$ cat src/design/jp2mh_pkg.sv
package jp2mh_pkg;

  // One codestream byte per beat
  typedef struct packed {
    logic [7:0] data_byte;
    logic       end_of_stream;
  } jp2mh_in_t;

  // One header summary per stream
  typedef struct packed {
    logic        header_valid;
    logic [1:0]  status_code;
    logic [15:0] profile;
    logic [31:0] image_width;
    logic [31:0] image_height;
    logic [15:0] component_count;
    logic [7:0]  sample_depth;
    logic [8:0]  resolution_count;
    logic        irreversible;
  } jp2mh_out_t;

  // Parser phases
  localparam logic [2:0] PH_SOC_HI  = 3'd0;
  localparam logic [2:0] PH_SOC_LO  = 3'd1;
  localparam logic [2:0] PH_MARK_HI = 3'd2;
  localparam logic [2:0] PH_MARK_LO = 3'd3;
  localparam logic [2:0] PH_LEN_HI  = 3'd4;
  localparam logic [2:0] PH_LEN_LO  = 3'd5;
  localparam logic [2:0] PH_BODY    = 3'd6;
  localparam logic [2:0] PH_STOP    = 3'd7;

  // Markers
  localparam logic [15:0] MARK_SOC = 16'hFF4F;
  localparam logic [15:0] MARK_SIZ = 16'hFF51;
  localparam logic [15:0] MARK_COD = 16'hFF52;
  localparam logic [15:0] MARK_SOT = 16'hFF90;

  localparam logic [6:0] DEPTH_MASK = 7'h7F;

  // Minimum data byte counts; Lseg counts its own two bytes on top
  localparam logic [15:0] SIZ_MIN_DATA   = 16'd36;
  localparam logic [15:0] SIZ_DEPTH_DATA = 16'd38;
  localparam logic [15:0] COD_MIN_DATA   = 16'd9;
  localparam logic [15:0] COD_XFORM_DATA = 16'd12;
  localparam logic [15:0] LSEG_SELF      = 16'd2;

  // Byte offsets inside segment data
  localparam logic [15:0] SIZ_RSIZ_LAST  = 16'd1;
  localparam logic [15:0] SIZ_XSIZ_LAST  = 16'd5;
  localparam logic [15:0] SIZ_YSIZ_LAST  = 16'd9;
  localparam logic [15:0] SIZ_CSIZ_HI    = 16'd34;
  localparam logic [15:0] SIZ_CSIZ_LO    = 16'd35;
  localparam logic [15:0] SIZ_SSIZ0      = 16'd36;
  localparam logic [15:0] COD_LEVELS_OFS = 16'd5;
  localparam logic [15:0] COD_XFORM_OFS  = 16'd9;

  localparam logic [2:0] LEAD_MIN = 3'd4;

  // Error codes
  localparam logic [1:0] ERR_NONE    = 2'd0;
  localparam logic [1:0] ERR_SHORT   = 2'd1;
  localparam logic [1:0] ERR_NO_SOC  = 2'd2;
  localparam logic [1:0] ERR_NO_SIZ  = 2'd3;

endpackage

$ cat src/design/jpeg2000_main_header_parser.sv
// JPEG 2000 main header parser.
// Input channel (in_valid / in_stall / in_data): one codestream byte per beat,
// with end_of_stream set on the last byte of a stream. The first two bytes must
// be SOC; marker segments are then walked by their Lseg. SIZ and COD fields are
// staged while a segment streams in and committed once its last byte arrives.
// Parsing halts at SOT, at an Lseg below 2, or at a missing SOC; later bytes of
// the stream are dropped.
// Result channel (out_valid / out_stall / out_data): exactly one beat per
// stream, registered, in the cycle after the end_of_stream byte is accepted.
// Throughput: one byte per cycle, set by a single state update per byte.
// A byte without end_of_stream is always taken, even while a result waits;
// only an end_of_stream byte is held off while the result register is full
// and stalled. After the result the parser is back in its start state, so
// the next stream may follow in the next cycle.
// Reset (rst_n low, synchronous) clears the parser and empties the result
// register; staging registers are loaded before they are read.
module jpeg2000_main_header_parser (
  input  logic                   clk,
  input  logic                   rst_n,
  input  logic                   in_valid,
  output logic                   in_stall,
  input  jp2mh_pkg::jp2mh_in_t   in_data,
  output logic                   out_valid,
  input  logic                   out_stall,
  output jp2mh_pkg::jp2mh_out_t  out_data
);
  import jp2mh_pkg::*;

  // Parser control state
  logic [2:0]  phase_r, phase_nxt;
  logic [2:0]  lead_cnt_r, lead_cnt_nxt;
  logic        soc_ok_r, soc_ok_nxt;
  logic [15:0] mark_r, mark_nxt;
  logic [15:0] seg_len_r, seg_len_nxt;
  logic [15:0] seg_ofs_r, seg_ofs_nxt;
  logic        siz_found_r, siz_found_nxt;

  // Staging for the segment in flight (no reset)
  logic [15:0] stg_rsiz_r, stg_rsiz_nxt;
  logic [31:0] stg_xsiz_r, stg_xsiz_nxt;
  logic [31:0] stg_ysiz_r, stg_ysiz_nxt;
  logic [15:0] stg_csiz_r, stg_csiz_nxt;
  logic [7:0]  stg_ssiz_r, stg_ssiz_nxt;
  logic [7:0]  stg_levels_r, stg_levels_nxt;
  logic [7:0]  stg_xform_r, stg_xform_nxt;

  // Committed header fields
  logic [15:0] cm_prof_r, cm_prof_nxt;
  logic [31:0] cm_wid_r, cm_wid_nxt;
  logic [31:0] cm_hgt_r, cm_hgt_nxt;
  logic [15:0] cm_comp_r, cm_comp_nxt;
  logic [7:0]  cm_depth_r, cm_depth_nxt;
  logic [8:0]  cm_res_r, cm_res_nxt;
  logic        cm_irr_r, cm_irr_nxt;

  // Post-byte values before the end-of-stream restart
  logic [2:0]  upd_phase, upd_lead;
  logic        upd_soc_ok, upd_siz_found;
  logic [15:0] upd_mark, upd_len, upd_ofs;
  logic [15:0] upd_prof, upd_comp;
  logic [31:0] upd_wid, upd_hgt;
  logic [7:0]  upd_depth;
  logic [8:0]  upd_res;
  logic        upd_irr;

  // Result register
  logic        out_valid_r, out_valid_nxt;
  jp2mh_out_t  out_data_r, out_data_nxt, result;

  logic        in_acc, last_byte, seg_end;
  logic [7:0]  b;
  logic [15:0] data_len;

  assign b         = in_data.data_byte;
  assign last_byte = in_data.end_of_stream;
  // Hold an end-of-stream byte only while the finished result is stuck
  assign in_stall  = out_valid_r & out_stall & last_byte;
  assign in_acc    = in_valid & ~in_stall;
  assign data_len  = seg_len_r - LSEG_SELF;
  assign seg_end   = ({1'b0, seg_ofs_r} + 17'd3) == {1'b0, seg_len_r};

  always_comb begin
    upd_phase     = phase_r;
    upd_lead      = (lead_cnt_r < LEAD_MIN) ? lead_cnt_r + 3'd1 : lead_cnt_r;
    upd_soc_ok    = soc_ok_r;
    upd_mark      = mark_r;
    upd_len       = seg_len_r;
    upd_ofs       = seg_ofs_r;
    upd_siz_found = siz_found_r;
    upd_prof      = cm_prof_r;
    upd_wid       = cm_wid_r;
    upd_hgt       = cm_hgt_r;
    upd_comp      = cm_comp_r;
    upd_depth     = cm_depth_r;
    upd_res       = cm_res_r;
    upd_irr       = cm_irr_r;

    stg_rsiz_nxt   = stg_rsiz_r;
    stg_xsiz_nxt   = stg_xsiz_r;
    stg_ysiz_nxt   = stg_ysiz_r;
    stg_csiz_nxt   = stg_csiz_r;
    stg_ssiz_nxt   = stg_ssiz_r;
    stg_levels_nxt = stg_levels_r;
    stg_xform_nxt  = stg_xform_r;

    case (phase_r)
      PH_SOC_HI: begin
        upd_mark  = {b, 8'h00};
        upd_phase = PH_SOC_LO;
      end
      PH_SOC_LO: begin
        upd_mark = {mark_r[15:8], b};
        if ({mark_r[15:8], b} == MARK_SOC) begin
          upd_soc_ok = 1'b1;
          upd_phase  = PH_MARK_HI;
        end else begin
          upd_phase = PH_STOP;
        end
      end
      PH_MARK_HI: begin
        upd_mark  = {b, 8'h00};
        upd_phase = PH_MARK_LO;
      end
      PH_MARK_LO: begin
        upd_mark  = {mark_r[15:8], b};
        upd_phase = ({mark_r[15:8], b} == MARK_SOT) ? PH_STOP : PH_LEN_HI;
      end
      PH_LEN_HI: begin
        upd_len   = {b, 8'h00};
        upd_phase = PH_LEN_LO;
      end
      PH_LEN_LO: begin
        upd_len = {seg_len_r[15:8], b};
        upd_ofs = '0;
        if ({seg_len_r[15:8], b} < LSEG_SELF) begin
          upd_phase = PH_STOP;
        end else if ({seg_len_r[15:8], b} == LSEG_SELF) begin
          upd_phase = PH_MARK_HI;
        end else begin
          upd_phase = PH_BODY;
        end
      end
      PH_BODY: begin
        // Shift the byte into the field its offset belongs to
        if (mark_r == MARK_SIZ) begin
          if (seg_ofs_r <= SIZ_RSIZ_LAST) begin
            stg_rsiz_nxt = {stg_rsiz_r[7:0], b};
          end else if (seg_ofs_r <= SIZ_XSIZ_LAST) begin
            stg_xsiz_nxt = {stg_xsiz_r[23:0], b};
          end else if (seg_ofs_r <= SIZ_YSIZ_LAST) begin
            stg_ysiz_nxt = {stg_ysiz_r[23:0], b};
          end else if (seg_ofs_r inside {SIZ_CSIZ_HI, SIZ_CSIZ_LO}) begin
            stg_csiz_nxt = {stg_csiz_r[7:0], b};
          end else if (seg_ofs_r == SIZ_SSIZ0) begin
            stg_ssiz_nxt = b;
          end
        end else if (mark_r == MARK_COD) begin
          if (seg_ofs_r == COD_LEVELS_OFS) begin
            stg_levels_nxt = b;
          end else if (seg_ofs_r == COD_XFORM_OFS) begin
            stg_xform_nxt = b;
          end
        end
        if (seg_end) begin
          // Last byte of the segment: commit what it covers
          if (mark_r == MARK_SIZ && data_len >= SIZ_MIN_DATA) begin
            upd_prof      = stg_rsiz_nxt;
            upd_wid       = stg_xsiz_nxt;
            upd_hgt       = stg_ysiz_nxt;
            upd_comp      = stg_csiz_nxt;
            upd_siz_found = 1'b1;
            if (data_len >= SIZ_DEPTH_DATA) begin
              upd_depth = {1'b0, stg_ssiz_nxt[6:0] & DEPTH_MASK} + 8'd1;
            end
          end else if (mark_r == MARK_COD && data_len >= COD_MIN_DATA) begin
            upd_res = {1'b0, stg_levels_nxt} + 9'd1;
            if (data_len >= COD_XFORM_DATA) begin
              upd_irr = (stg_xform_nxt == 8'h00);
            end
          end
          upd_phase = PH_MARK_HI;
        end else begin
          upd_ofs = seg_ofs_r + 16'd1;
        end
      end
      default: begin
        // Stopped: drop bytes until end of stream
      end
    endcase
  end

  // Summary for this stream, taken after the final byte is applied
  always_comb begin
    result = '0;
    if (upd_lead < LEAD_MIN) begin
      result.status_code = ERR_SHORT;
    end else if (!upd_soc_ok) begin
      result.status_code = ERR_NO_SOC;
    end else begin
      result.header_valid     = upd_siz_found;
      result.status_code      = upd_siz_found ? ERR_NONE : ERR_NO_SIZ;
      result.profile          = upd_prof;
      result.image_width      = upd_wid;
      result.image_height     = upd_hgt;
      result.component_count  = upd_comp;
      result.sample_depth     = upd_depth;
      result.resolution_count = upd_res;
      result.irreversible     = upd_irr;
    end
  end

  always_comb begin
    phase_nxt     = phase_r;
    lead_cnt_nxt  = lead_cnt_r;
    soc_ok_nxt    = soc_ok_r;
    mark_nxt      = mark_r;
    seg_len_nxt   = seg_len_r;
    seg_ofs_nxt   = seg_ofs_r;
    siz_found_nxt = siz_found_r;
    cm_prof_nxt   = cm_prof_r;
    cm_wid_nxt    = cm_wid_r;
    cm_hgt_nxt    = cm_hgt_r;
    cm_comp_nxt   = cm_comp_r;
    cm_depth_nxt  = cm_depth_r;
    cm_res_nxt    = cm_res_r;
    cm_irr_nxt    = cm_irr_r;
    out_data_nxt  = out_data_r;
    out_valid_nxt = out_valid_r & out_stall;
    if (in_acc) begin
      if (last_byte) begin
        // Emit the summary and restart for the next stream
        out_valid_nxt = 1'b1;
        out_data_nxt  = result;
        phase_nxt     = PH_SOC_HI;
        lead_cnt_nxt  = '0;
        soc_ok_nxt    = 1'b0;
        mark_nxt      = '0;
        seg_len_nxt   = '0;
        seg_ofs_nxt   = '0;
        siz_found_nxt = 1'b0;
        cm_prof_nxt   = '0;
        cm_wid_nxt    = '0;
        cm_hgt_nxt    = '0;
        cm_comp_nxt   = '0;
        cm_depth_nxt  = '0;
        cm_res_nxt    = '0;
        cm_irr_nxt    = 1'b0;
      end else begin
        phase_nxt     = upd_phase;
        lead_cnt_nxt  = upd_lead;
        soc_ok_nxt    = upd_soc_ok;
        mark_nxt      = upd_mark;
        seg_len_nxt   = upd_len;
        seg_ofs_nxt   = upd_ofs;
        siz_found_nxt = upd_siz_found;
        cm_prof_nxt   = upd_prof;
        cm_wid_nxt    = upd_wid;
        cm_hgt_nxt    = upd_hgt;
        cm_comp_nxt   = upd_comp;
        cm_depth_nxt  = upd_depth;
        cm_res_nxt    = upd_res;
        cm_irr_nxt    = upd_irr;
      end
    end
  end

  always_ff @(posedge clk) begin
    if (!rst_n) begin
      phase_r     <= PH_SOC_HI;
      lead_cnt_r  <= '0;
      soc_ok_r    <= 1'b0;
      mark_r      <= '0;
      seg_len_r   <= '0;
      seg_ofs_r   <= '0;
      siz_found_r <= 1'b0;
      cm_prof_r   <= '0;
      cm_wid_r    <= '0;
      cm_hgt_r    <= '0;
      cm_comp_r   <= '0;
      cm_depth_r  <= '0;
      cm_res_r    <= '0;
      cm_irr_r    <= 1'b0;
      out_valid_r <= 1'b0;
    end else begin
      phase_r     <= phase_nxt;
      lead_cnt_r  <= lead_cnt_nxt;
      soc_ok_r    <= soc_ok_nxt;
      mark_r      <= mark_nxt;
      seg_len_r   <= seg_len_nxt;
      seg_ofs_r   <= seg_ofs_nxt;
      siz_found_r <= siz_found_nxt;
      cm_prof_r   <= cm_prof_nxt;
      cm_wid_r    <= cm_wid_nxt;
      cm_hgt_r    <= cm_hgt_nxt;
      cm_comp_r   <= cm_comp_nxt;
      cm_depth_r  <= cm_depth_nxt;
      cm_res_r    <= cm_res_nxt;
      cm_irr_r    <= cm_irr_nxt;
      out_valid_r <= out_valid_nxt;
    end
  end

  // Staging and result payload carry no reset
  always_ff @(posedge clk) begin
    if (in_acc) begin
      stg_rsiz_r   <= stg_rsiz_nxt;
      stg_xsiz_r   <= stg_xsiz_nxt;
      stg_ysiz_r   <= stg_ysiz_nxt;
      stg_csiz_r   <= stg_csiz_nxt;
      stg_ssiz_r   <= stg_ssiz_nxt;
      stg_levels_r <= stg_levels_nxt;
      stg_xform_r  <= stg_xform_nxt;
    end
    out_data_r <= out_data_nxt;
  end

  assign out_valid = out_valid_r;
  assign out_data  = out_data_r;

`ifndef SYNTH
  a_restart_after_last: assert property (@(posedge clk) disable iff (!rst_n)
    in_acc && last_byte |=> out_valid_r && phase_r == PH_SOC_HI && lead_cnt_r == 3'd0)
    else $error("parser did not restart after end of stream");

  a_lead_saturates: assert property (@(posedge clk) disable iff (!rst_n)
    lead_cnt_r <= LEAD_MIN)
    else $error("lead byte count overran");

  a_valid_means_no_error: assert property (@(posedge clk) disable iff (!rst_n)
    out_valid_r && out_data_r.header_valid |-> out_data_r.status_code == ERR_NONE)
    else $error("header flagged valid with an error code");

  a_body_length: assert property (@(posedge clk) disable iff (!rst_n)
    phase_r == PH_BODY |-> seg_len_r > LSEG_SELF && seg_ofs_r < seg_len_r)
    else $error("segment body entered with a bad length");

  a_soc_seen_late: assert property (@(posedge clk) disable iff (!rst_n)
    soc_ok_r |-> lead_cnt_r >= 3'd2)
    else $error("SOC flagged before two bytes arrived");
`endif

endmodule
$ cat config.mk
export PLATFORM = sky130hd
export DESIGN_NAME = jpeg2000_main_header_parser
export DESIGN_NICKNAME = d
export VERILOG_FILES = /design/src/design/jp2mh_pkg.sv /design/src/design/jpeg2000_main_header_parser.sv
export SDC_FILE = /design/constraint.sdc
export NUM_CORES = 1
export LEC_CHECK = 0
export BUFFER_PORTS_ARGS = -buffer_cell sky130_fd_sc_hd__buf_2
export CAP_MARGIN = 20
export CORE_MARGIN = 4
export CORE_UTILIZATION = 25
export DETAILED_ROUTE_END_ITERATION = 7
export PLACE_DENSITY = 0.48
export SYNTH_ARGS = -nofsm -noshare
export SYNTH_HDL_FRONTEND = slang
export SYNTH_SLANG_ARGS = --single-unit
$ cat constraint.sdc
create_clock -name clk -period 7.8 [get_ports clk]
set_input_delay 1.95 -clock clk [delete_from_list [all_inputs] [get_ports clk]]
set_output_delay 1.95 -clock clk [all_outputs]
set_load 0.02 [all_outputs]
==> parameters.txt <==
Parameter                              Value

Status
  Result of the run ... finished clean

Synth
  Number of enable flip-flop cells after synthesis ... approximately 240
  Post-synth design cell area ... ~0.018 mm^2
  Ys flop type ... sky130_fd_sc_hd__edfxtp_1
  Synth Area per Inst ... 11.0 um^2
  Synth area leader ... sky130_fd_sc_hd__edfxtp_1
  Yosys top cell area share ... 0.390
  Synthesized netlist net count ... roughly 1.7k
  Number of warnings issued by yosys ... 0
  Leading post-synthesis cells by cell area ... sky130_fd_sc_hd__edfxtp_1 39%, sky130_fd_sc_hd__dfxtp_1 19%, sky130_fd_sc_hd__mux2_2 7.1%, sky130_fd_sc_hd__nand2_1 5.2%, sky130_fd_sc_hd__a22o_1 5.0%
  Fraction of the yosys area taken by sequential cells ... 0.578
  Synthesis-stage register bit count ... between 400 and 500
  Share of flip-flops with an asynchronous set or reset after synthesis ... 0
  Post-synthesis instance total ... about 1.7k
  Post-synth cell types ... between 70 and 80

Critical path
  Crit path capture type ... primary output
  Required time of the critical path ... roughly 5.9 ns
  Worst setup path startpoint ... in_data[0]
  Slowest cell on crit path ... sky130_fd_sc_hd__buf_2
  Kind of start point of the critical path ... primary input
  Most common cell on crit path ... sky130_fd_sc_hd__buf_2
  Worst Path Class, Setup ... in2out
  Maximum net fanout on the critical path ... 28
  Critical Path, Cell by Cell ... buf_2 -> nand3_1 -> inv_1 -> buf_2
  Maximum cell stage delay along the critical path ... ~0.39 ns
  Worst Path Arrival ... ~2.9 ns
  Worst r2r src ... seg_len_r[1]$_SDFFE_PN0P_

Drt
  Count of antenna-violating nets left after detailed routing ... 0
  Number of DRC violations after detailed routing ... 0
  Final wirelength ... 53.9 mm
  1st-iter DRT viols ... roughly 970
  DR vias ... 13.3k
  Via count normalized by instance count ... ~4.9
  Wire per inst ... roughly 20 um
  First-pass iteration count of the detailed router ... 7

Pwr
  Power share of the clock group ... 0.453
  Fraction of power spent switching nets ... 0.234
  Pint ... about 0.0035 W
  Portion of total power attributed to combinational logic ... 0.042
  Switching power summed over all nets ... approximately 0.0011 W
  Sequential Power Share ... 0.505
  Leakage ... 6.89 nW
  Total power divided by cell area ... ~220 mW/mm^2
  Max rail drop VDD ... 150 uV

Global route
  Overall overflow remaining after global route ... 0
  Number of global-route vias before repair ... ~13k
  Met3 track demand over resource in global routing ... 0.0257
  Met2 usage ... 0.218
  First-pass GRT wire length ... a little over 80 mm
  Tot GR Track Use ... 0.134
  Number of antenna violations at the first check in global routing ... 0
  Largest net degree at the start of global routing ... 120
  Most used routing layer in global routing ... met2
  Global-route met1 utilization ... 0.182

Timing
  Final WS setup ... about 3 ns
  Final worst path period need ... around 4.8 ns
  Count of final max-slew check failures ... 0
  Worst slew slack as a fraction of its limit ... 0.237
  Fin. Hold Viols ... 0
  Maximum achievable frequency ... approximately 210 MHz
  Clock Skews ... ~0.03 ns
  Unrepaired setup endpoints after global routing ... false
  Crit share post-route ... 0.616
  Final number of setup-violating endpoints ... 0
  Setup tns final ... 0 ns
  Slew at the pin closest to its max-slew limit ... 1.14 ns

Place
  Port buffer count ... ~130
  Routability-driven placement congestion ratio ... around 0.9
  Instance area after placement ... ~0.02 mm^2
  Estimated wirelength of the detail-placed design ... 33.4 mm
  Setup slack after placement ... roughly 2.9 ns

Clock network
  Deepest clock path buffer count ... 3
  H-tree level count ... 2
  Number of CTS-inserted buffers ... 47
  Worst-path clk slew ... roughly 0.060 ns
  CTS hold repair buffers ... 0
  Clock latency on the worst-skew pair ... just under 0.6 ns
  Post-CTS Resized ... 0
  Clock sinks ... roughly 400
  CTS tree ... yes
  Setup repair bufs after CTS ... 0
  Cell chosen for the clock root ... sky130_fd_sc_hd__clkbuf_16

Finish
  Layout-stage area growth over the synthesis result ... 16.5%
  Final-layout fill cell count ... around 7.4k
  Ratio of cells with drive above 1 in the final layout ... 0.205
  Layout net count ... between 1.5k and 2k
  Post-layout instance area ... between 0.02 and 0.025 mm^2

Floorplan
  Core region area ... roughly 0.07 mm^2
  Initial Util ... 0.253
  Floorplan die area ... between 0.07 and 0.08 mm^2
  Width of the die ... 278 um
  Die Y ... 278 um
  Site Rows ... 98
  Number of top-level pins ... between 100 and 150

Hold path
  Startpoint of the lowest-slack hold path ... cm_depth_r[6]$_SDFFE_PN0P_
  Worst min-delay path class ... reg2reg

Job
  Reported max-cap violation count ... 0
-- registers in the layout, summed over array words and instances, names as in the netlist, 7 cells and up --
signal / flops
cm_depth_r: 8
cm_prof_r: 16
stg_levels_r: 8
stg_ssiz_r: 7
cm_hgt_r: 32
mark_r: 16
cm_comp_r: 16
stg_rsiz_r: 16
cm_res_r: 9
seg_len_r: 16
stg_xsiz_r: 32
out_data: 117
stg_ysiz_r: 32
stg_csiz_r: 16
stg_xform_r: 8
cm_wid_r: 32
seg_ofs_r: 16
-- cell families (layout without fill, tap and decap cells) --
logic type	count (synthesis)	after routing	share of synthesized area
simple gates	546	546	0.141
flops	407	407	0.578
compound gates	369	369	0.135
mux	149	149	0.0899
buf+inv	145	267	0.0352
xor+xnor	30	30	0.0144
fa+ha+maj	9	9	0.00619
other cells	0	1	0
-- power groups by stage --
stage | Sequential, W | Combinational [W] | Clock (W)
finish | 0.00231 | 0.000194 | 0.00207
global route | 0.00232 | 0.000208 | 0.00222
CTS | 0.00231 | 0.000196 | 0.00214
detailed placement | 0.00236 | 0.000195 | 0
global placement | 0.00236 | 0.000193 | 0
floorplan | 0.00238 | 0.0000837 | 0
-- final cells by class --
class / instances / area (um^2) / share of cell area
antenna: 1 / 2.50 / 0.000118
inverter: 26 / 103 / 0.00484
clock inverter: 22 / 121 / 0.00573
timing repair buffer: 153 / 841 / 0.0397
clock buffer: 66 / 1310 / 0.0618
multi-input combinational: 1103 / 7110 / 0.336
sequential: 407 / 10500 / 0.496
tap: 950 / 1190 / 0.0561
-- layout by cell type, fill, tap and decap left out, types with 16 or more instances in the layout --
| cell | n |
|---|---|
| sky130_fd_sc_hd__nand3_1 | 30 |
| sky130_fd_sc_hd__a21oi_1 | 162 |
| sky130_fd_sc_hd__edfxtp_1 | 236 |
| sky130_fd_sc_hd__buf_4 | 20 |
| sky130_fd_sc_hd__a22o_1 | 103 |
| sky130_fd_sc_hd__mux2i_1 | 35 |
| sky130_fd_sc_hd__o21ai_0 | 25 |
| sky130_fd_sc_hd__nand4_1 | 16 |
| sky130_fd_sc_hd__dfxtp_1 | 171 |
| sky130_fd_sc_hd__buf_2 | 131 |
| sky130_fd_sc_hd__xnor2_1 | 17 |
| sky130_fd_sc_hd__nor2_1 | 94 |
| sky130_fd_sc_hd__nand2b_1 | 20 |
| sky130_fd_sc_hd__inv_1 | 25 |
| sky130_fd_sc_hd__nand2_1 | 250 |
| sky130_fd_sc_hd__clkbuf_16 | 48 |
| sky130_fd_sc_hd__mux2_2 | 114 |
| sky130_fd_sc_hd__nor3_1 | 38 |
-- synthesized netlist by cell type, drive strengths merged, types with 4 or more instances --
master,instances
a21o,5
a21oi,162
a22o,103
a31o,4
a31oi,15
and3,8
buf,52
clkbuf,67
dfxtp,171
edfxtp,236
ha,9
inv,26
mux2,114
mux2i,35
nand2,250
nand2b,20
nand3,30
nand4,16
nor2,97
nor2b,12
nor3,40
nor3b,4
nor4,18
o2111ai,4
o21ai,35
o31ai,6
or2,12
or3,10
or4,9
xnor2,17
xor2,13
-- layer usage --
| layer | part of all wire | wire length (um) | vias to the layer above |
|---|---|---|---|
| met5 | 0 | 0 | - |
| met4 | 0.027 | 1470 | 0 |
| met3 | 0.052 | 2790 | 73 |
| met2 | 0.47 | 25100 | 357 |
| met1 | 0.46 | 24500 | 6579 |
| li1 | - | - | 6245 |
-- per-stage QoR --
step,utilization,hold WS [ns],instances,power [W]
detailed placement,0.275,0.458,2638,0.00255
global route,0.295,0.488,2727,0.00474
global placement,0.275,0.449,2638,0.00255
floorplan,-,0.433,1655,0.00247
CTS,0.295,0.471,2726,0.00465
finish,0.295,0.469,2728,0.00458
-- critical path: cells and delay by family --
family	cells	cell delay [ns]
buffers and inverters	3	0.67
and+or+nand+nor	1	0.22
-- path summary, 6_finish.rpt --
| check | to | slack, ns | depth (start not counted) |
|---|---|---|---|
| worst max-delay path | in_stall | 2.99 | 4 |
| worst min-delay path | cm_depth_r[6]$_SDFFE_PN0P_ | 0.47 | 1 |
| worst max register to register | cm_hgt_r[12]$_SDFFE_PN0P_ | 3.01 | 11 |
| worst min register to register | cm_depth_r[6]$_SDFFE_PN0P_ | 0.47 | 1 |
(Power assumes the default switching activity.)
